### src/hw/rtl/csp_pkg.sv
// shared types and constants of the channel section parser
// used by the front, queue, back and top level modules
package csp_pkg;

    // result queue between front and back
    localparam int QUEUE_DEPTH = 4;
    localparam int QPTR_W      = $clog2(QUEUE_DEPTH);
    localparam int QCNT_W      = $clog2(QUEUE_DEPTH + 1);

    // reset value of the channel list descriptor tag
    localparam logic [7:0] TAG_RESET = 8'd177;

    // one channel list result
    typedef struct packed {
        logic [15:0] service_id;
        logic [5:0]  service_type;
        logic [15:0] channel_id;
        logic [15:0] stream_id;
        logic [15:0] network_id;
    } csp_record_t;

    // queue status seen by the top level input handshake and by the back
    typedef struct packed {
        logic full;
        logic not_empty;
    } csp_qstat_t;

    // descriptor length of a channel list: 2 region bytes and 1 to 28 whole 9-byte records
    function automatic logic chan_len_ok(input logic [7:0] len);
        logic ok;
        ok = 1'b0;
        for (int k = 1; k <= 28; k++) begin
            if (len == 8'(2 + 9 * k)) begin
                ok = 1'b1;
            end
        end
        return ok;
    endfunction

endpackage

### src/hw/rtl/csp_front.sv
// front part: byte-wise section parser, emits one record per channel entry
// depends on csp_pkg
module csp_front
    import csp_pkg::*;
(
    input  logic        clk,
    input  logic        rst_n,
    input  logic        cfg_write,
    input  logic [7:0]  cfg_data,
    input  logic        accept,
    input  logic [7:0]  data_byte,
    input  logic        last_byte,
    output logic        push,
    output csp_record_t record
);

    // parse phases
    localparam logic [3:0] PH_HDR     = 4'd0;
    localparam logic [3:0] PH_D1_TAG  = 4'd1;
    localparam logic [3:0] PH_D1_LEN  = 4'd2;
    localparam logic [3:0] PH_D1_BODY = 4'd3;
    localparam logic [3:0] PH_TLEN    = 4'd4;
    localparam logic [3:0] PH_E_HDR   = 4'd5;
    localparam logic [3:0] PH_D2_TAG  = 4'd6;
    localparam logic [3:0] PH_D2_LEN  = 4'd7;
    localparam logic [3:0] PH_D2_BODY = 4'd8;
    localparam logic [3:0] PH_IGNORE  = 4'd9;

    // record byte index of the first region byte
    localparam logic [3:0] RIDX_REGION = 4'd14;

    logic [7:0]  tag_reg;
    logic [3:0]  phase_reg, phase_next;
    logic [3:0]  offset_reg, offset_next;
    logic [11:0] sec_reg, sec_next;
    logic [11:0] outer_reg, outer_next;
    logic [11:0] entry_reg, entry_next;
    logic [7:0]  desc_reg, desc_next;
    logic        islist_reg, islist_next;
    logic [3:0]  ridx_reg, ridx_next;
    logic [39:0] fields_reg, fields_next;
    logic [15:0] sid_reg, sid_next;
    logic [15:0] nid_reg, nid_next;
    logic        emit;

    function automatic logic [11:0] dec12(input logic [11:0] v);
        return (v != 12'd0) ? v - 12'd1 : v;
    endfunction

    // phase after the first loop (header, first loop descriptors)
    function automatic logic [3:0] first_loop_phase(input logic [11:0] outer,
                                                    input logic [11:0] sec);
        logic [3:0] ph;
        if (outer == 12'd0) begin
            ph = (sec > 12'd1) ? PH_TLEN : PH_IGNORE;
        end else if (outer == 12'd1) begin
            ph = PH_IGNORE;
        end else begin
            ph = PH_D1_TAG;
        end
        return ph;
    endfunction

    // phase at the start of a transport entry
    function automatic logic [3:0] entry_phase(input logic [11:0] outer);
        return (outer > 12'd4) ? PH_E_HDR : PH_IGNORE;
    endfunction

    // configuration register
    always_ff @(posedge clk or negedge rst_n)
    begin
        if (!rst_n)
        begin
            tag_reg <= TAG_RESET;
        end
        else if (cfg_write)
        begin
            tag_reg <= cfg_data;
        end
    end

    // next state of the parser
    always_comb
    begin
        phase_next  = phase_reg;
        offset_next = offset_reg;
        sec_next    = sec_reg;
        outer_next  = outer_reg;
        entry_next  = entry_reg;
        desc_next   = desc_reg;
        islist_next = islist_reg;
        ridx_next   = ridx_reg;
        fields_next = fields_reg;
        sid_next    = sid_reg;
        nid_next    = nid_reg;
        emit        = 1'b0;

        case (phase_reg)
            PH_HDR:
            begin
                if (offset_reg == 4'd1)
                begin
                    sec_next = {data_byte[3:0], 8'h00};
                end
                else if (offset_reg == 4'd2)
                begin
                    sec_next = sec_reg | {4'h0, data_byte};
                end
                else if (offset_reg == 4'd8)
                begin
                    outer_next = {data_byte[3:0], 8'h00};
                end
                if (offset_reg >= 4'd9)
                begin
                    outer_next = outer_reg | {4'h0, data_byte};
                    sec_next   = (sec_reg > 12'd11) ? sec_reg - 12'd11 : 12'd0;
                    if (sec_next < outer_next)
                    begin
                        phase_next = PH_IGNORE;
                    end
                    else
                    begin
                        phase_next  = first_loop_phase(outer_next, sec_next);
                        offset_next = 4'd0;
                    end
                end
                else
                begin
                    offset_next = offset_reg + 4'd1;
                end
            end
            PH_D1_TAG:
            begin
                outer_next = dec12(outer_reg);
                sec_next   = dec12(sec_reg);
                phase_next = PH_D1_LEN;
            end
            PH_D1_LEN:
            begin
                outer_next = dec12(outer_reg);
                sec_next   = dec12(sec_reg);
                if ({4'h0, data_byte} > outer_next)
                begin
                    phase_next = PH_IGNORE;
                end
                else
                begin
                    desc_next = data_byte;
                    if (data_byte == 8'd0)
                    begin
                        phase_next  = first_loop_phase(outer_next, sec_next);
                        offset_next = 4'd0;
                    end
                    else
                    begin
                        phase_next = PH_D1_BODY;
                    end
                end
            end
            PH_D1_BODY:
            begin
                outer_next = dec12(outer_reg);
                sec_next   = dec12(sec_reg);
                desc_next  = (desc_reg != 8'd0) ? desc_reg - 8'd1 : desc_reg;
                if (desc_next == 8'd0)
                begin
                    phase_next  = first_loop_phase(outer_next, sec_next);
                    offset_next = 4'd0;
                end
            end
            PH_TLEN:
            begin
                sec_next = dec12(sec_reg);
                if (offset_reg == 4'd0)
                begin
                    outer_next  = {data_byte[3:0], 8'h00};
                    offset_next = 4'd1;
                end
                else
                begin
                    outer_next = outer_reg | {4'h0, data_byte};
                    if (sec_next < outer_next)
                    begin
                        phase_next = PH_IGNORE;
                    end
                    else
                    begin
                        phase_next  = entry_phase(outer_next);
                        offset_next = 4'd0;
                    end
                end
            end
            PH_E_HDR:
            begin
                if (outer_reg == 12'd0)
                begin
                    phase_next = PH_IGNORE;
                end
                else
                begin
                    outer_next = dec12(outer_reg);
                    sec_next   = dec12(sec_reg);
                    case (offset_reg)
                        4'd0:    sid_next   = {data_byte, 8'h00};
                        4'd1:    sid_next   = sid_reg | {8'h00, data_byte};
                        4'd2:    nid_next   = {data_byte, 8'h00};
                        4'd3:    nid_next   = nid_reg | {8'h00, data_byte};
                        4'd4:    entry_next = {data_byte[3:0], 8'h00};
                        default: entry_next = entry_reg | {4'h0, data_byte};
                    endcase
                    if (offset_reg >= 4'd5)
                    begin
                        if (entry_next > outer_next)
                        begin
                            phase_next = PH_IGNORE;
                        end
                        else if (entry_next == 12'd0)
                        begin
                            phase_next  = entry_phase(outer_next);
                            offset_next = 4'd0;
                        end
                        else
                        begin
                            phase_next = PH_D2_TAG;
                        end
                    end
                    else
                    begin
                        offset_next = offset_reg + 4'd1;
                    end
                end
            end
            PH_D2_TAG:
            begin
                outer_next  = dec12(outer_reg);
                sec_next    = dec12(sec_reg);
                entry_next  = dec12(entry_reg);
                islist_next = (data_byte == tag_reg);
                if (entry_next == 12'd0)
                begin
                    phase_next  = entry_phase(outer_next);
                    offset_next = 4'd0;
                end
                else
                begin
                    phase_next = PH_D2_LEN;
                end
            end
            PH_D2_LEN:
            begin
                outer_next  = dec12(outer_reg);
                sec_next    = dec12(sec_reg);
                entry_next  = dec12(entry_reg);
                desc_next   = data_byte;
                islist_next = islist_reg && chan_len_ok(data_byte);
                ridx_next   = RIDX_REGION;
                fields_next = 40'd0;
                if (entry_next == 12'd0)
                begin
                    phase_next  = entry_phase(outer_next);
                    offset_next = 4'd0;
                end
                else if (data_byte == 8'd0)
                begin
                    phase_next = PH_D2_TAG;
                end
                else
                begin
                    phase_next = PH_D2_BODY;
                end
            end
            PH_D2_BODY:
            begin
                outer_next = dec12(outer_reg);
                sec_next   = dec12(sec_reg);
                entry_next = dec12(entry_reg);
                desc_next  = (desc_reg != 8'd0) ? desc_reg - 8'd1 : desc_reg;
                if (islist_reg)
                begin
                    if (ridx_reg < 4'd5)
                    begin
                        fields_next = {fields_reg[31:0], data_byte};
                    end
                    if (ridx_reg == 4'd8)
                    begin
                        emit        = 1'b1;
                        ridx_next   = 4'd0;
                        fields_next = 40'd0;
                    end
                    else
                    begin
                        ridx_next = ridx_reg + 4'd1;
                    end
                end
                if (entry_next == 12'd0)
                begin
                    phase_next  = entry_phase(outer_next);
                    offset_next = 4'd0;
                end
                else if (desc_next == 8'd0)
                begin
                    phase_next = PH_D2_TAG;
                end
            end
            default:
            begin
                phase_next = phase_reg;
            end
        endcase
    end

    // parser state, back to the header phase after the last byte
    always_ff @(posedge clk or negedge rst_n)
    begin
        if (!rst_n)
        begin
            phase_reg  <= PH_HDR;
            offset_reg <= 4'd0;
            sec_reg    <= 12'd0;
            outer_reg  <= 12'd0;
            entry_reg  <= 12'd0;
            desc_reg   <= 8'd0;
            islist_reg <= 1'b0;
            ridx_reg   <= 4'd0;
            fields_reg <= 40'd0;
            sid_reg    <= 16'd0;
            nid_reg    <= 16'd0;
        end
        else if (accept && last_byte)
        begin
            phase_reg  <= PH_HDR;
            offset_reg <= 4'd0;
            sec_reg    <= 12'd0;
            outer_reg  <= 12'd0;
            entry_reg  <= 12'd0;
            desc_reg   <= 8'd0;
            islist_reg <= 1'b0;
            ridx_reg   <= 4'd0;
            fields_reg <= 40'd0;
            sid_reg    <= 16'd0;
            nid_reg    <= 16'd0;
        end
        else if (accept)
        begin
            phase_reg  <= phase_next;
            offset_reg <= offset_next;
            sec_reg    <= sec_next;
            outer_reg  <= outer_next;
            entry_reg  <= entry_next;
            desc_reg   <= desc_next;
            islist_reg <= islist_next;
            ridx_reg   <= ridx_next;
            fields_reg <= fields_next;
            sid_reg    <= sid_next;
            nid_reg    <= nid_next;
        end
    end

    // record taken from the held entry bytes
    assign push                = accept && emit;
    assign record.service_id   = fields_reg[39:24];
    assign record.service_type = fields_reg[21:16];
    assign record.channel_id   = fields_reg[15:0];
    assign record.stream_id    = sid_reg;
    assign record.network_id   = nid_reg;

endmodule

### src/hw/rtl/csp_queue.sv
// short result queue between parser front and output back
// depends on csp_pkg
module csp_queue
    import csp_pkg::*;
(
    input  logic        clk,
    input  logic        rst_n,
    input  logic        push,
    input  csp_record_t push_data,
    input  logic        pop,
    output csp_record_t pop_data,
    output csp_qstat_t  status
);

    csp_record_t       slot_reg [QUEUE_DEPTH];
    logic [QPTR_W-1:0] wr_ptr_reg;
    logic [QPTR_W-1:0] rd_ptr_reg;
    logic [QCNT_W-1:0] count_reg;

    // entry storage
    always_ff @(posedge clk)
    begin
        if (push)
        begin
            slot_reg[wr_ptr_reg] <= push_data;
        end
    end

    // pointers and fill count
    always_ff @(posedge clk or negedge rst_n)
    begin
        if (!rst_n)
        begin
            wr_ptr_reg <= '0;
            rd_ptr_reg <= '0;
            count_reg  <= '0;
        end
        else
        begin
            if (push)
            begin
                wr_ptr_reg <= (wr_ptr_reg == QPTR_W'(QUEUE_DEPTH - 1)) ? '0 : wr_ptr_reg + 1'b1;
            end
            if (pop)
            begin
                rd_ptr_reg <= (rd_ptr_reg == QPTR_W'(QUEUE_DEPTH - 1)) ? '0 : rd_ptr_reg + 1'b1;
            end
            if (push && !pop)
            begin
                count_reg <= count_reg + 1'b1;
            end
            else if (pop && !push)
            begin
                count_reg <= count_reg - 1'b1;
            end
        end
    end

    assign pop_data         = slot_reg[rd_ptr_reg];
    assign status.full      = (count_reg == QCNT_W'(QUEUE_DEPTH));
    assign status.not_empty = (count_reg != '0);

endmodule

### src/hw/rtl/csp_back.sv
// back part: output register that hands records to the receiver
// depends on csp_pkg
module csp_back
    import csp_pkg::*;
(
    input  logic        clk,
    input  logic        rst_n,
    input  csp_qstat_t  status,
    input  csp_record_t pop_data,
    output logic        pop,
    input  logic        result_stall,
    output logic        result_valid,
    output csp_record_t result
);

    logic        valid_reg;
    csp_record_t data_reg;

    // load a new record when the register is empty or being taken
    assign pop = status.not_empty && (!valid_reg || !result_stall);

    always_ff @(posedge clk or negedge rst_n)
    begin
        if (!rst_n)
        begin
            valid_reg <= 1'b0;
        end
        else if (!valid_reg || !result_stall)
        begin
            valid_reg <= status.not_empty;
        end
    end

    always_ff @(posedge clk)
    begin
        if (pop)
        begin
            data_reg <= pop_data;
        end
    end

    assign result_valid = valid_reg;
    assign result       = data_reg;

endmodule

### src/hw/rtl/channel_section_parser_unit.sv
// Channel section parser: takes SI section bytes and emits logical channel records.
// The byte channel (byte_valid/byte_stall, data_byte, last_byte) carries one
// section byte per item, table id first; last_byte marks the final byte, after
// which the parser starts over at the section header.
// The result channel (result_valid/result_stall) carries one record per 9-byte
// entry of a channel list descriptor, with the ids of the enclosing transport entry.
// cfg_write/cfg_data set the channel list descriptor tag (177 after reset); write
// only while no records are in flight.
// Throughput: one byte per cycle while byte_stall is low; the parser updates its counters as each byte is accepted.
// A record is written to the queue as the byte completing it is accepted, then
// moves into the output register once that register is empty or being taken,
// and the receiver takes it from there.
// A four-entry queue sits between parser and output register; when it is full,
// byte_stall rises until the receiver takes a record. A stalled result holds.
// Reset (rst_n low) empties queue and output and puts the parser at the header.
// depends on csp_pkg, csp_front, csp_queue, csp_back
module channel_section_parser_unit
    import csp_pkg::*;
(
    input  logic        clk,
    input  logic        rst_n,
    input  logic        cfg_write,
    input  logic [7:0]  cfg_data,
    input  logic        byte_valid,
    output logic        byte_stall,
    input  logic [7:0]  data_byte,
    input  logic        last_byte,
    output logic        result_valid,
    input  logic        result_stall,
    output logic [15:0] service_id,
    output logic [5:0]  service_type,
    output logic [15:0] channel_id,
    output logic [15:0] stream_id,
    output logic [15:0] network_id
);

    logic        accept;
    logic        push;
    logic        pop;
    csp_record_t push_data;
    csp_record_t pop_data;
    csp_record_t result;
    csp_qstat_t  status;

    // input handshake
    assign byte_stall = status.full;
    assign accept     = byte_valid && !status.full;

    csp_front u_front (
        .clk       (clk),
        .rst_n     (rst_n),
        .cfg_write (cfg_write),
        .cfg_data  (cfg_data),
        .accept    (accept),
        .data_byte (data_byte),
        .last_byte (last_byte),
        .push      (push),
        .record    (push_data)
    );

    csp_queue u_queue (
        .clk       (clk),
        .rst_n     (rst_n),
        .push      (push),
        .push_data (push_data),
        .pop       (pop),
        .pop_data  (pop_data),
        .status    (status)
    );

    csp_back u_back (
        .clk          (clk),
        .rst_n        (rst_n),
        .status       (status),
        .pop_data     (pop_data),
        .pop          (pop),
        .result_stall (result_stall),
        .result_valid (result_valid),
        .result       (result)
    );

    // result fields
    assign service_id   = result.service_id;
    assign service_type = result.service_type;
    assign channel_id   = result.channel_id;
    assign stream_id    = result.stream_id;
    assign network_id   = result.network_id;

endmodule

### config.mk
export PLATFORM = sky130hd
export DESIGN_NAME = channel_section_parser_unit
export DESIGN_NICKNAME = d
export VERILOG_FILES = /design/src/hw/rtl/csp_pkg.sv /design/src/hw/rtl/csp_front.sv /design/src/hw/rtl/csp_queue.sv /design/src/hw/rtl/csp_back.sv /design/src/hw/rtl/channel_section_parser_unit.sv
export SDC_FILE = /design/constraint.sdc
export NUM_CORES = 1
export LEC_CHECK = 0
export BUFFER_PORTS_ARGS = -buffer_cell sky130_fd_sc_hd__buf_2
export CAP_MARGIN = 15
export CORE_ASPECT_RATIO = 1.4
export CORE_MARGIN = 4
export CORE_UTILIZATION = 39
export DETAILED_ROUTE_END_ITERATION = 10
export GPL_TIMING_DRIVEN = 0
export SYNTH_ARGS = -nofsm -noshare
export SYNTH_HDL_FRONTEND = slang
export SYNTH_HIERARCHICAL = 1
export SYNTH_SLANG_ARGS = --single-unit
### constraint.sdc
create_clock -name clk -period 5.2 [get_ports clk]
set_clock_uncertainty 0.05 [all_clocks]
set_input_delay 0.52 -clock clk [delete_from_list [all_inputs] [get_ports clk]]
set_output_delay 0.52 -clock clk [all_outputs]
set_load 0.05 [all_outputs]
* After elaboration in Yosys (flattened, before gate mapping)
Memory sizes are Yosys's and may differ from the RTL's. A register that Yosys moved wholly into a read port is not among the register bits. Index checks and enable logic that the tools add are counted.
Storage, ports and cells: output and inout bits 72, memory bits (writable) 280, memories 1, register bits after elaboration 145, bits of input ports 22, word-level logic and storage cells 305
Operators by class: $add $sub $neg 11, multiplexer cells 136, magnitude comparators 12, bitwise operators 5, equality and inequality tests 68, reduce and logical (&&, ||, !) cells 56
Memory list:
- u_queue.slot_reg | depth 4, width 70, read ports 1, clocked after memory_dff 1, wr ports 1, RTL line csp_queue.sv:15 | csp_record_t slot_reg [QUEUE_DEPTH];
Operators with widths (number):
- 2-to-1 mux 12 bit | 23
- 2-to-1 mux 40 bit | 5
- 2-to-1 mux 4 bit | 44
- 2-to-1 mux 16 bit | 8
- == test 8 bit, second input constant | 15
- case mux 40 bit (2 select lines) | 1
- case mux 16 bit (2 select lines) | 2
- logical NOT 12 bit | 5
- == test 8 x 7 -> 1 bit, second input constant | 7
- case mux 12 bit (2 select lines) | 2
- case mux 12 bit (4 select lines) | 1
- 2-to-1 mux 1 bit | 36
- OR 12 x 8 -> 12 bit | 3
- case mux 12 bit (3 select lines) | 1
- case mux 4 bit (9 select lines) | 1
- nonzero test 12 bit | 3
- subtractor 12 x 1 -> 12 bit, second input constant | 3
- 2-to-1 mux 8 bit | 4
- OR 16 x 8 -> 16 bit | 2
- == test 12 x 1 -> 1 bit, second input constant | 2
- == test 8 x 6 -> 1 bit, second input constant | 3
- > comparator 12 x 1 -> 1 bit, second input constant | 2
- > comparator 12 x 3 -> 1 bit, second input constant | 2
- < comparator 12 bit | 2
- other kinds (57) | 111

* Logic depth before layout (Yosys ltp)
Gate-level depths: netlist of the first run.
word-level depth 34, gate-level depth with buffers 17, depth with buffers taken out 16

* By module
Netlist of the first run, hierarchy kept.
Modules (own cells, without submodules):
- csp_front | cells each 1340, area each 10593.9 um^2, times used 1, sequential area each 3433.3 um^2
- csp_queue | cells each 403, area each 10592.7 um^2, times used 1, sequential area each 8583.2 um^2
- csp_back | cells each 73, area each 2145.8 um^2, times used 1, sequential area each 2127.0 um^2
- channel_section_parser_unit | cells each 1, area each 13.8 um^2, times used 1, sequential area each 0.0 um^2

* Least setup slack after synthesis of the first run
Ideal clock, no wire load.
path type register to register, start register u_back.valid_reg (netlist: u_back/result_valid), end register u_queue.count_reg[1], data arrival time 3886 ps, stages on the path, launching flop included 7, library setup time 125 ps, path slack 1140 ps, data required time 5025 ps, path buffers 0, clock period less this slack 4060 ps, path through dfrtp_1 a21boi_2 inv_1 ha_1 inv_1 fa_1 mux2_2
Between the ends: longest elaborated chain between the ends 6, elaborated cells between the ends (all ways) 8, those cells by class mux (1); reduce/logical (7)
RTL lines:
- from (decl) | RTL line csp_back.sv:16 | logic valid_reg;
- from (signal assigned) | RTL line csp_back.sv:30 | valid_reg <= status.not_empty;
- logical NOT 1 bit * | RTL line csp_back.sv:20 | assign pop = status.not_empty && (!valid_reg || !result_stall);
- logical OR 1 bit * | RTL line csp_back.sv:20
- logical AND 1 bit * | RTL line csp_back.sv:20
- net pop | RTL line channel_section_parser_unit.sv:39 | logic pop;
- logical NOT 1 bit | RTL line csp_queue.sv:48 | if (push && !pop)
- logical AND 1 bit | RTL line csp_queue.sv:48
- 2-to-1 mux 3 bit / nonzero test 2 bit (equally long branches)
- to (signal assigned) | RTL line csp_queue.sv:50 | count_reg <= count_reg + 1'b1;
- to (signal assigned) | RTL line csp_queue.sv:54 | count_reg <= count_reg - 1'b1;
- to (decl) | RTL line csp_queue.sv:18 | logic [QCNT_W-1:0] count_reg;
Mark *: on every way through the listed nets, which the timed path passes. The rest lies on a longest branch. A chain may end at the register's enable or synchronous reset.

* Worst setup path after layout of the first run
start register u_front.outer_reg[0], end register u_front.offset_reg[3]
Between the ends: longest elaborated chain between the ends 5, elaborated cells between the ends (all ways) 15, those cells by class add/sub (1); order compare (4); eq/ne (5); mux (1); bitwise (1); reduce/logical (3)
RTL lines:
- from (decl) | RTL line csp_front.sv:36 | logic [11:0] outer_reg, outer_next;
- from (signal assigned) | RTL line csp_front.sv:348 | outer_reg <= outer_next;
- subtractor 12 x 1 -> 12 bit / nonzero test 12 bit (equally long branches) | RTL line csp_front.sv:47 | return (v != 12'd0) ? v - 12'd1 : v;
- 2-to-1 mux 12 bit
- > comparator 12 bit / > comparator 8 x 12 -> 1 bit (equally long branches) | RTL line csp_front.sv:213, csp_front.sv:142
- != test 4 bit (no line) / != test 3 bit (equally long branches)
- AND reduction 11 bit (no line) *
- to (signal assigned) | RTL line csp_front.sv:346 | offset_reg <= offset_next;
- to (decl) | RTL line csp_front.sv:34 | logic [3:0] offset_reg, offset_next;
Mark *: on every way between the ends. The rest lies on a longest branch, timed or not.

==> flow_results.xml, run 1 <==
<?xml version="1.0" encoding="UTF-8"?>
<metrics>
  <group name="run_status">
    <metric name="status" unit="">complete, no violations</metric>
  </group>
  <group name="floorplan">
    <metric name="floorplan.io_pins" unit="">94</metric>
    <metric name="chipWidth" unit="um">215</metric>
    <metric name="core-area" unit="sq um">59000</metric>
    <metric name="die_area" unit="sq um">63900</metric>
    <metric name="die_extent_in_y" unit="um">297</metric>
    <metric name="initial_core_utilization" unit="">0.396</metric>
    <metric name="core.rowCount" unit="">105</metric>
  </group>
  <group name="pwr">
    <metric name="power_internal" unit="W">0.00934</metric>
    <metric name="switchingPower" unit="W">0.00630</metric>
    <metric name="p_clk_frac" unit="">0.224</metric>
    <metric name="seq_power_share" unit="">0.347</metric>
    <metric name="peakVddDrop" unit="mV">0.288</metric>
    <metric name="power.density_cell_area" unit="nW/um^2">587</metric>
    <metric name="sw_frac_of_total" unit="">0.403</metric>
    <metric name="fin_total_pwr" unit="W">0.0156</metric>
    <metric name="cellLeakagePower" unit="nW">10.1</metric>
    <metric name="comb_power_share" unit="">0.430</metric>
  </group>
  <group name="placement">
    <metric name="dpl.cell_count" unit="">2666</metric>
    <metric name="routabilityCongestion" unit="">0.940</metric>
    <metric name="dp.final_hpwl" unit="um">41300</metric>
    <metric name="placed_cell_area" unit="sq um">25000</metric>
    <metric name="port_buffers" unit="">91</metric>
  </group>
  <group name="timing">
    <metric name="hold_ws" unit="ps">109</metric>
    <metric name="slew_violations" unit="">0</metric>
    <metric name="rsz_0062_raised_after_global_routing" unit="">no</metric>
    <metric name="post-route-period-util" unit="">0.938</metric>
    <metric name="fmaxAchievable" unit="MHz">205</metric>
    <metric name="maxSlewHeadroom" unit="">0.169</metric>
    <metric name="final-hold-violation-count" unit="">0</metric>
    <metric name="timing.final.crit_period" unit="ps">4880</metric>
    <metric name="final-setup-viol-count" unit="">0</metric>
    <metric name="worst-slew-pin-transition" unit="ps">1250</metric>
  </group>
  <group name="synth">
    <metric name="yosysUniqueCellTypes" unit="">92</metric>
    <metric name="ys_async_sr_fraction" unit="">0.293</metric>
    <metric name="synth_nets" unit="">1903</metric>
    <metric name="seq_area_frac_synth" unit="">0.606</metric>
    <metric name="netlist_instances" unit="">1817</metric>
    <metric name="ys.flop_type" unit="">edfxtp_1</metric>
    <metric name="synth-warning-count" unit="">6</metric>
    <metric name="synthDominantAreaCellType" unit="">edfxtp_1</metric>
    <metric name="dominant_cells_by_area_after_synthesis" unit="">edfxtp_1 45%, dfrtp_1 15%, mux4_2 6.6%</metric>
    <metric name="synth_area_per_cell" unit="sq um">12.8</metric>
    <metric name="ys_seq_elements" unit="">495</metric>
    <metric name="synth.top_cell.area_share" unit="">0.450</metric>
    <metric name="synth_enable_flop_cells" unit="">350</metric>
    <metric name="syn-cell-area" unit="sq um">23300</metric>
  </group>
  <group name="clock_tree">
    <metric name="number_of_buffers_created_by_cts" unit="">49</metric>
    <metric name="worstSkewPairLatency" unit="ps">600</metric>
    <metric name="path_clk_slew" unit="ps">60</metric>
    <metric name="numClockSinks" unit="">495</metric>
    <metric name="number_of_buffers_on_the_longest_clock_path" unit="">3</metric>
    <metric name="post-cts-setup-buffers" unit="">0</metric>
    <metric name="root_buffer_selected_by_cts" unit="">clkbuf_16</metric>
    <metric name="cts-htree-levels" unit="">2</metric>
    <metric name="cts_tree" unit="">done</metric>
  </group>
  <group name="grt">
    <metric name="grt_start_max_net_pins" unit="">111</metric>
    <metric name="first_global_vias" unit="">15700</metric>
    <metric name="antenna_found_initial" unit="">1</metric>
    <metric name="globalRouteOverflowTotal" unit="">0</metric>
    <metric name="wire_length_of_the_first_global_routing_pass" unit="um">92300</metric>
    <metric name="grt_util_all_layers" unit="">0.184</metric>
  </group>
  <group name="setup_path">
    <metric name="critical_path.endpoint_type" unit="">register</metric>
    <metric name="worstSetupPathType" unit="">register to register</metric>
    <metric name="worst_ep_required_time" unit="ps">5640</metric>
    <metric name="setup.worst_path.start_class" unit="">register</metric>
    <metric name="cp.arrival" unit="ps">5310</metric>
    <metric name="timing.critical_path.fanout_max" unit="">10</metric>
  </group>
  <group name="finish">
    <metric name="final_net_count" unit="">2057</metric>
    <metric name="final-instance-count-excl-fill" unit="">2760</metric>
    <metric name="largest_register_ff_count" unit="">280</metric>
    <metric name="syn_to_final_growth" unit="%">14.1</metric>
    <metric name="final_layout_size_suffix_gt1_frac" unit="">0.183</metric>
    <metric name="finalInstanceArea" unit="sq um">26600</metric>
  </group>
  <group name="detailed_routing">
    <metric name="vias" unit="">15500</metric>
    <metric name="drt_pre_antenna_iters" unit="">5</metric>
    <metric name="detail_route.iter0.violations" unit="">1189</metric>
    <metric name="wirelength" unit="um">60200</metric>
    <metric name="routed_via_density" unit="">5.62</metric>
    <metric name="routed_wire_length_per_instance" unit="um">21.8</metric>
    <metric name="drc_errors" unit="">0</metric>
    <metric name="ant_nets" unit="">0</metric>
  </group>
  <group name="flow_run">
    <metric name="cap_violations" unit="">0</metric>
  </group>
  <group name="min_path">
    <metric name="min-delay-path-class" unit="">input port to register</metric>
  </group>
</metrics>
==> cell families (layout without fill, tap and decap cells) <==
kind of cell / Yosys count / in the layout / share of synthesized area
and+or+nand+nor: 532 / 532 / 0.108
DFF: 495 / 495 / 0.606
AOI/OAI and AO/OA: 401 / 401 / 0.111
buffers and inverters: 194 / 387 / 0.0467
muxes: 98 / 98 / 0.0810
adders and majority gates: 64 / 64 / 0.0346
xor gates and xnor gates: 33 / 33 / 0.0124
other: 0 / 1 / 0
==> power groups by stage <==
stage / clock network (W) / logic (W) / registers [W]
floorplan: 0 / 0.00417 / 0.00611
global placement: 0 / 0.00655 / 0.00549
detailed placement: 0 / 0.00667 / 0.00550
CTS: 0.00360 / 0.00670 / 0.00542
global route: 0.00375 / 0.00731 / 0.00550
finish: 0.00350 / 0.00672 / 0.00542
==> layout by cell type, fill, tap and decap left out, types with 9 or more instances in the layout <==
cell type / count
edfxtp_1: 350
nand2b_1: 10
a211oi_1: 14
o211ai_1: 12
nor2_1: 132
mux2_2: 18
xor2_1: 10
a31oi_1: 10
clkbuf_1: 92
a21o_1: 10
nand3_1: 33
a22o_1: 17
ha_1: 63
mux4_2: 68
a21oi_1: 92
inv_1: 43
nor3b_1: 9
dfrtp_1: 141
nor3_1: 44
o31ai_1: 23
and3_1: 12
a22oi_1: 11
nand2_1: 198
clkbuf_16: 50
buf_2: 105
buf_4: 41
nor4_1: 17
buf_6: 10
o21ai_0: 116
mux2i_1: 9
xnor2_1: 23
nand4_1: 11
==> area by class of cell <==
cell class	count	area, sq um
Sequential cell	495	14100
Inverter	43	161
Buffer	151	928
Antenna cell	1	2.50
Multi-Input combinational cell	1128	8170
Clock buffer	71	1370
Clock inverter	19	210
Timing Repair Buffer	103	723
Tap cell	749	937
Fill cell	5318	32300
==> stage by stage <==
step	setup slack (ps)	TNS, ps	util
floorplan	1140	0	-
global placement	-984	-262450	0.419
detailed placement	-217	-1870	0.424
CTS	175	0	0.451
global route	49.9	0	0.452
finish	322	0	0.452
==> final timing paths <==
| path | startpoint | cells after the start | endpoint | slack (ps) |
|---|---|---|---|---|
| max | u_front/outer_reg[0] | 15 | u_front/offset_reg[3] | 320 |
| min | cfg_data[7] | 2 | u_front/tag_reg[7] | 110 |
| max reg2reg | u_front/outer_reg[0] | 15 | u_front/offset_reg[3] | 320 |
| min reg2reg | u_queue/count_reg[2] | 1 | u_queue/count_reg[2] | 450 |
| max in group asynchronous | rst_n | 3 | u_front/nid_reg[2] | 3850 |
| min in group asynchronous | rst_n | 2 | u_front/entry_reg[9] | 340 |
==> per-layer routing <==
layer	routed length (um)	up-vias	GRT usage
li1	-	7151	-
met1	23700	7758	0.217
met2	31300	466	0.332
met3	2820	131	0.0301
met4	2390	0	0.0766
met5	0	-	0
==> Yosys cell counts (all sizes together), types with 5 or more instances <==
library cell  count
a211o             8
a211oi           15
a21boi            6
a21o             11
a21oi            92
a221oi            8
a22o             18
a22oi            11
a31oi            11
a32o              7
and2             12
and3             12
buf              75
clkbuf           76
dfrtp           141
edfxtp          350
ha               63
inv              43
mux2             19
mux2i             9
mux4             70
nand2           198
nand2b           11
nand3            33
nand3b            7
nand4            11
nor2            133
nor2b             7
nor3             44
nor3b            11
nor4             20
o211ai           12
o21ai           124
o22ai             6
o31ai            25
o41ai             8
or2               5
or3               7
or4              10
xnor2            23
xor2             10
==> worst max-delay path: stages, from the launching register on <==
cell       delay (ps)
dfrtp_1           470
inv_1             180
ha_1              290
nor3b_2           360
nand3_1           380
clkbuf_1          420
a31oi_2           380
ha_1              300
a21oi_1           120
o21ai_0           120
a221oi_1          350
a31oi_1           240
a2111oi_4         490
and3_1            270
o21ai_1            90
a22o_1            260
==> timing repair <==
item                                    4_1_cts  5_1_grt
endpoints found under the setup margin       14       11
hold buffers                                  1        0
gates resized for setup                       3        5
hold endpoints to repair                     31        0
Power figures use the tool's default switching activity.
==> run 2: changes to the inputs <==
CORE_MARGIN = 5   (was 4)
CORE_UTILIZATION = 62   (was 39)
PLACE_DENSITY = 0.8   (was default)
REMOVE_ABC_BUFFERS = 1   (was default)
==> flow_results.xml, run 2 (same netlist as run 1, synthesis figures left out) <==
<?xml version="1.0" encoding="UTF-8"?>
<metrics>
  <group name="floorplan">
    <metric name="chipWidth" unit="um">174</metric>
    <metric name="floorplan.io_pins" unit="">94</metric>
    <metric name="die_extent_in_y" unit="um">240</metric>
    <metric name="initial_core_utilization" unit="">0.624</metric>
    <metric name="core-area" unit="sq um">37400</metric>
    <metric name="die_area" unit="sq um">41700</metric>
    <metric name="core.rowCount" unit="">84</metric>
  </group>
  <group name="detailed_routing">
    <metric name="ant_nets" unit="">0</metric>
    <metric name="routed_via_density" unit="">6.52</metric>
    <metric name="vias" unit="">15200</metric>
    <metric name="drt_pre_antenna_iters" unit="">7</metric>
    <metric name="routed_wire_length_per_instance" unit="um">23.7</metric>
    <metric name="wirelength" unit="um">55000</metric>
    <metric name="drc_errors" unit="">0</metric>
    <metric name="detail_route.iter0.violations" unit="">1733</metric>
  </group>
  <group name="timing">
    <metric name="final-setup-viol-count" unit="">0</metric>
    <metric name="layout_setup_ws" unit="ps">461</metric>
    <metric name="rsz_0062_raised_after_global_routing" unit="">no</metric>
    <metric name="fmaxAchievable" unit="MHz">211</metric>
    <metric name="worst-slew-pin-transition" unit="ps">1150</metric>
    <metric name="slew_violations" unit="">0</metric>
    <metric name="maxSlewHeadroom" unit="">0.233</metric>
    <metric name="hold_ws" unit="ps">129</metric>
    <metric name="timing.final.crit_period" unit="ps">4740</metric>
    <metric name="final-hold-violation-count" unit="">0</metric>
    <metric name="post-route-period-util" unit="">0.911</metric>
  </group>
  <group name="setup_path">
    <metric name="timing.critical_path.fanout_max" unit="">16</metric>
    <metric name="reg2reg_from" unit="">u_front/outer_reg[0]</metric>
    <metric name="critical-path-slowest-cell" unit="">a2111oi_2</metric>
    <metric name="cp.arrival" unit="ps">5130</metric>
    <metric name="crit_family" unit="">compound AO/OA/AOI/OAI gates</metric>
    <metric name="rrSetupSlack" unit="ps">460</metric>
    <metric name="worst-path-buf-inv" unit="">1</metric>
    <metric name="endpoint_of_the_lowest_slack_register_to_register_path" unit="">u_front/offset_reg[3]</metric>
    <metric name="ff2ff_path_depth" unit="">14</metric>
    <metric name="setup.worst_path.start_class" unit="">register</metric>
    <metric name="timing.critical_path.cells" unit="">inv_1 &gt; ha_1 &gt; nor3b_2 &gt; nand3_2 &gt; a31oi_1 &gt; ha_1 &gt; a21oi_1 &gt; o21ai_0 &gt; a221oi_1 &gt; a31oi_1 &gt; a2111oi_2 &gt; and3_1 &gt; o21ai_1 &gt; a22o_1</metric>
    <metric name="critical_path.max_stage_delay" unit="ps">610</metric>
    <metric name="critical_path.endpoint_type" unit="">register</metric>
    <metric name="worst_ep_required_time" unit="ps">5590</metric>
    <metric name="worstSetupPathType" unit="">register to register</metric>
  </group>
  <group name="pwr">
    <metric name="switchingPower" unit="W">0.00605</metric>
    <metric name="power_internal" unit="W">0.00891</metric>
    <metric name="comb_power_share" unit="">0.404</metric>
    <metric name="p_clk_frac" unit="">0.215</metric>
    <metric name="power.density_cell_area" unit="nW/um^2">591</metric>
    <metric name="sw_frac_of_total" unit="">0.404</metric>
    <metric name="cellLeakagePower" unit="nW">9.57</metric>
    <metric name="seq_power_share" unit="">0.380</metric>
    <metric name="peakVddDrop" unit="mV">0.441</metric>
  </group>
  <group name="clock_tree">
    <metric name="cts_tree" unit="">done</metric>
    <metric name="root_buffer_selected_by_cts" unit="">clkbuf_16</metric>
    <metric name="post-cts-setup-buffers" unit="">0</metric>
    <metric name="numClockSinks" unit="">495</metric>
    <metric name="path_clk_slew" unit="ps">70</metric>
    <metric name="worstSkewPairLatency" unit="ps">570</metric>
    <metric name="number_of_buffers_on_the_longest_clock_path" unit="">3</metric>
    <metric name="cts-htree-levels" unit="">2</metric>
    <metric name="number_of_buffers_created_by_cts" unit="">43</metric>
  </group>
  <group name="finish">
    <metric name="final_layout_size_suffix_gt1_frac" unit="">0.162</metric>
    <metric name="finish.utilization" unit="">0.676</metric>
    <metric name="final_cell_mix" unit="">350 x edfxtp_1, 198 x nand2_1, 139 x dfrtp_1, 131 x nor2_1, 118 x o21ai_0</metric>
    <metric name="largest_register_ff_count" unit="">280</metric>
    <metric name="number_of_inserted_diodes" unit="">0</metric>
    <metric name="syn_to_final_growth" unit="%">8.34</metric>
    <metric name="commonest_non_fill_non_tap_cell_in_the_layout" unit="">edfxtp_1</metric>
    <metric name="final_net_count" unit="">1904</metric>
    <metric name="fillCellCount" unit="">2462</metric>
  </group>
  <group name="run_status">
    <metric name="status" unit="">complete, no violations</metric>
  </group>
  <group name="grt">
    <metric name="wire_length_of_the_first_global_routing_pass" unit="um">86000</metric>
    <metric name="grt_start_max_net_pins" unit="">81</metric>
    <metric name="grt_util_all_layers" unit="">0.261</metric>
    <metric name="antenna_found_initial" unit="">0</metric>
    <metric name="globalRouteOverflowTotal" unit="">0</metric>
    <metric name="first_global_vias" unit="">15300</metric>
  </group>
  <group name="placement">
    <metric name="dp.final_hpwl" unit="um">33800</metric>
    <metric name="port_buffers" unit="">93</metric>
    <metric name="post-place-ws" unit="ps">64.3</metric>
    <metric name="routabilityCongestion" unit="">0.907</metric>
  </group>
  <group name="min_path">
    <metric name="hold_path_depth" unit="">2</metric>
    <metric name="hold-path-endpoint" unit="">u_front/tag_reg[1]</metric>
    <metric name="min-delay-path-class" unit="">input port to register</metric>
    <metric name="min_from" unit="">cfg_data[1]</metric>
  </group>
  <group name="flow_run">
    <metric name="cap_violations" unit="">0</metric>
  </group>
</metrics>
-- run 2: cell types whose count changed in the layout (fill, tap and decap cells not counted), sizes merged --
cell      previous run  this run
bufinv               3         4
clkinvlp             0         5
clkinv              13        10
clkbuf             147        58
buf                177       106
diode                1         0
-- run 2: cell type report --
type / count / area (sq um) / share of cell area
clock buffers: 58 / 1150 / 0.0456
clock inverters: 22 / 260 / 0.0103
inverters: 43 / 161 / 0.00638
multi-input cells: 1128 / 8190 / 0.324
flip-flops and latches: 495 / 14200 / 0.559
well taps: 473 / 592 / 0.0234
repair buffers: 107 / 782 / 0.0309
-- run 2: what timing repair did --
action	4_1_cts	5_1_grt
endpoints found under the hold margin	68	0
resized for setup	0	4
endpoints found under the setup margin	0	14
hold buffers	1	0
-- run 2: worst max-delay path by stage --
| stage | from | endpoint | slack [ps] | cells past startpoint |
|---|---|---|---|---|
| global route | u_front/outer_reg[0] | u_front/offset_reg[2] | 40 | 14 |
| global placement | u_queue/count_reg[0] | u_front/fields_reg[36] | -780 | 7 |
| detailed placement | u_front/outer_reg[0] | u_front/offset_reg[3] | 60 | 14 |
| floorplan | u_queue/count_reg[0] | u_front/fields_reg[0] | 50 | 7 |
| finish | u_front/outer_reg[0] | u_front/offset_reg[3] | 460 | 14 |
| CTS | u_front/outer_reg[0] | u_front/desc_reg[5] | 30 | 15 |
-- run 2: routing by layer --
metal  track usage  up-vias  wire, um
met4         0.111        0      2250
met1         0.319     7489     20400
met2         0.474      694     29100
met5             0        -         0
li1              -     6818         -
met3        0.0316      160      3220
-- run 2: worst reg2reg max path, delay by kind of cell (launching register included) --
| family | cells | cell delay (ps) |
|---|---|---|
| compound gates | 8 | 2280 |
| fa+ha+maj | 2 | 580 |
| flops | 1 | 470 |
| buf+inv | 1 | 190 |
| simple gates | 3 | 1070 |
-- run 2: power by group through the flow --
stage / clock (W) / combinational [W] / sequential, W
after floorplan: 0 / 0.00355 / 0.00643
after global placement: 0 / 0.00555 / 0.00596
after detailed placement: 0 / 0.00596 / 0.00574
after CTS: 0.00327 / 0.00601 / 0.00567
after global routing: 0.00344 / 0.00657 / 0.00577
final: 0.00322 / 0.00605 / 0.00569
-- run 2: stage by stage --
stage | area, sq um | std cells | TNS (ps) | total power [W]
after global placement | 23500 | 2232 | -162520 | 0.0115
after detailed placement | 23800 | 2245 | 0 | 0.0117
after floorplan | 22400 | 1666 | 0 | 0.00999
after global routing | 25300 | 2326 | 0 | 0.0158
final | 25300 | 2326 | 0 | 0.0150
after CTS | 25300 | 2326 | 0 | 0.0150
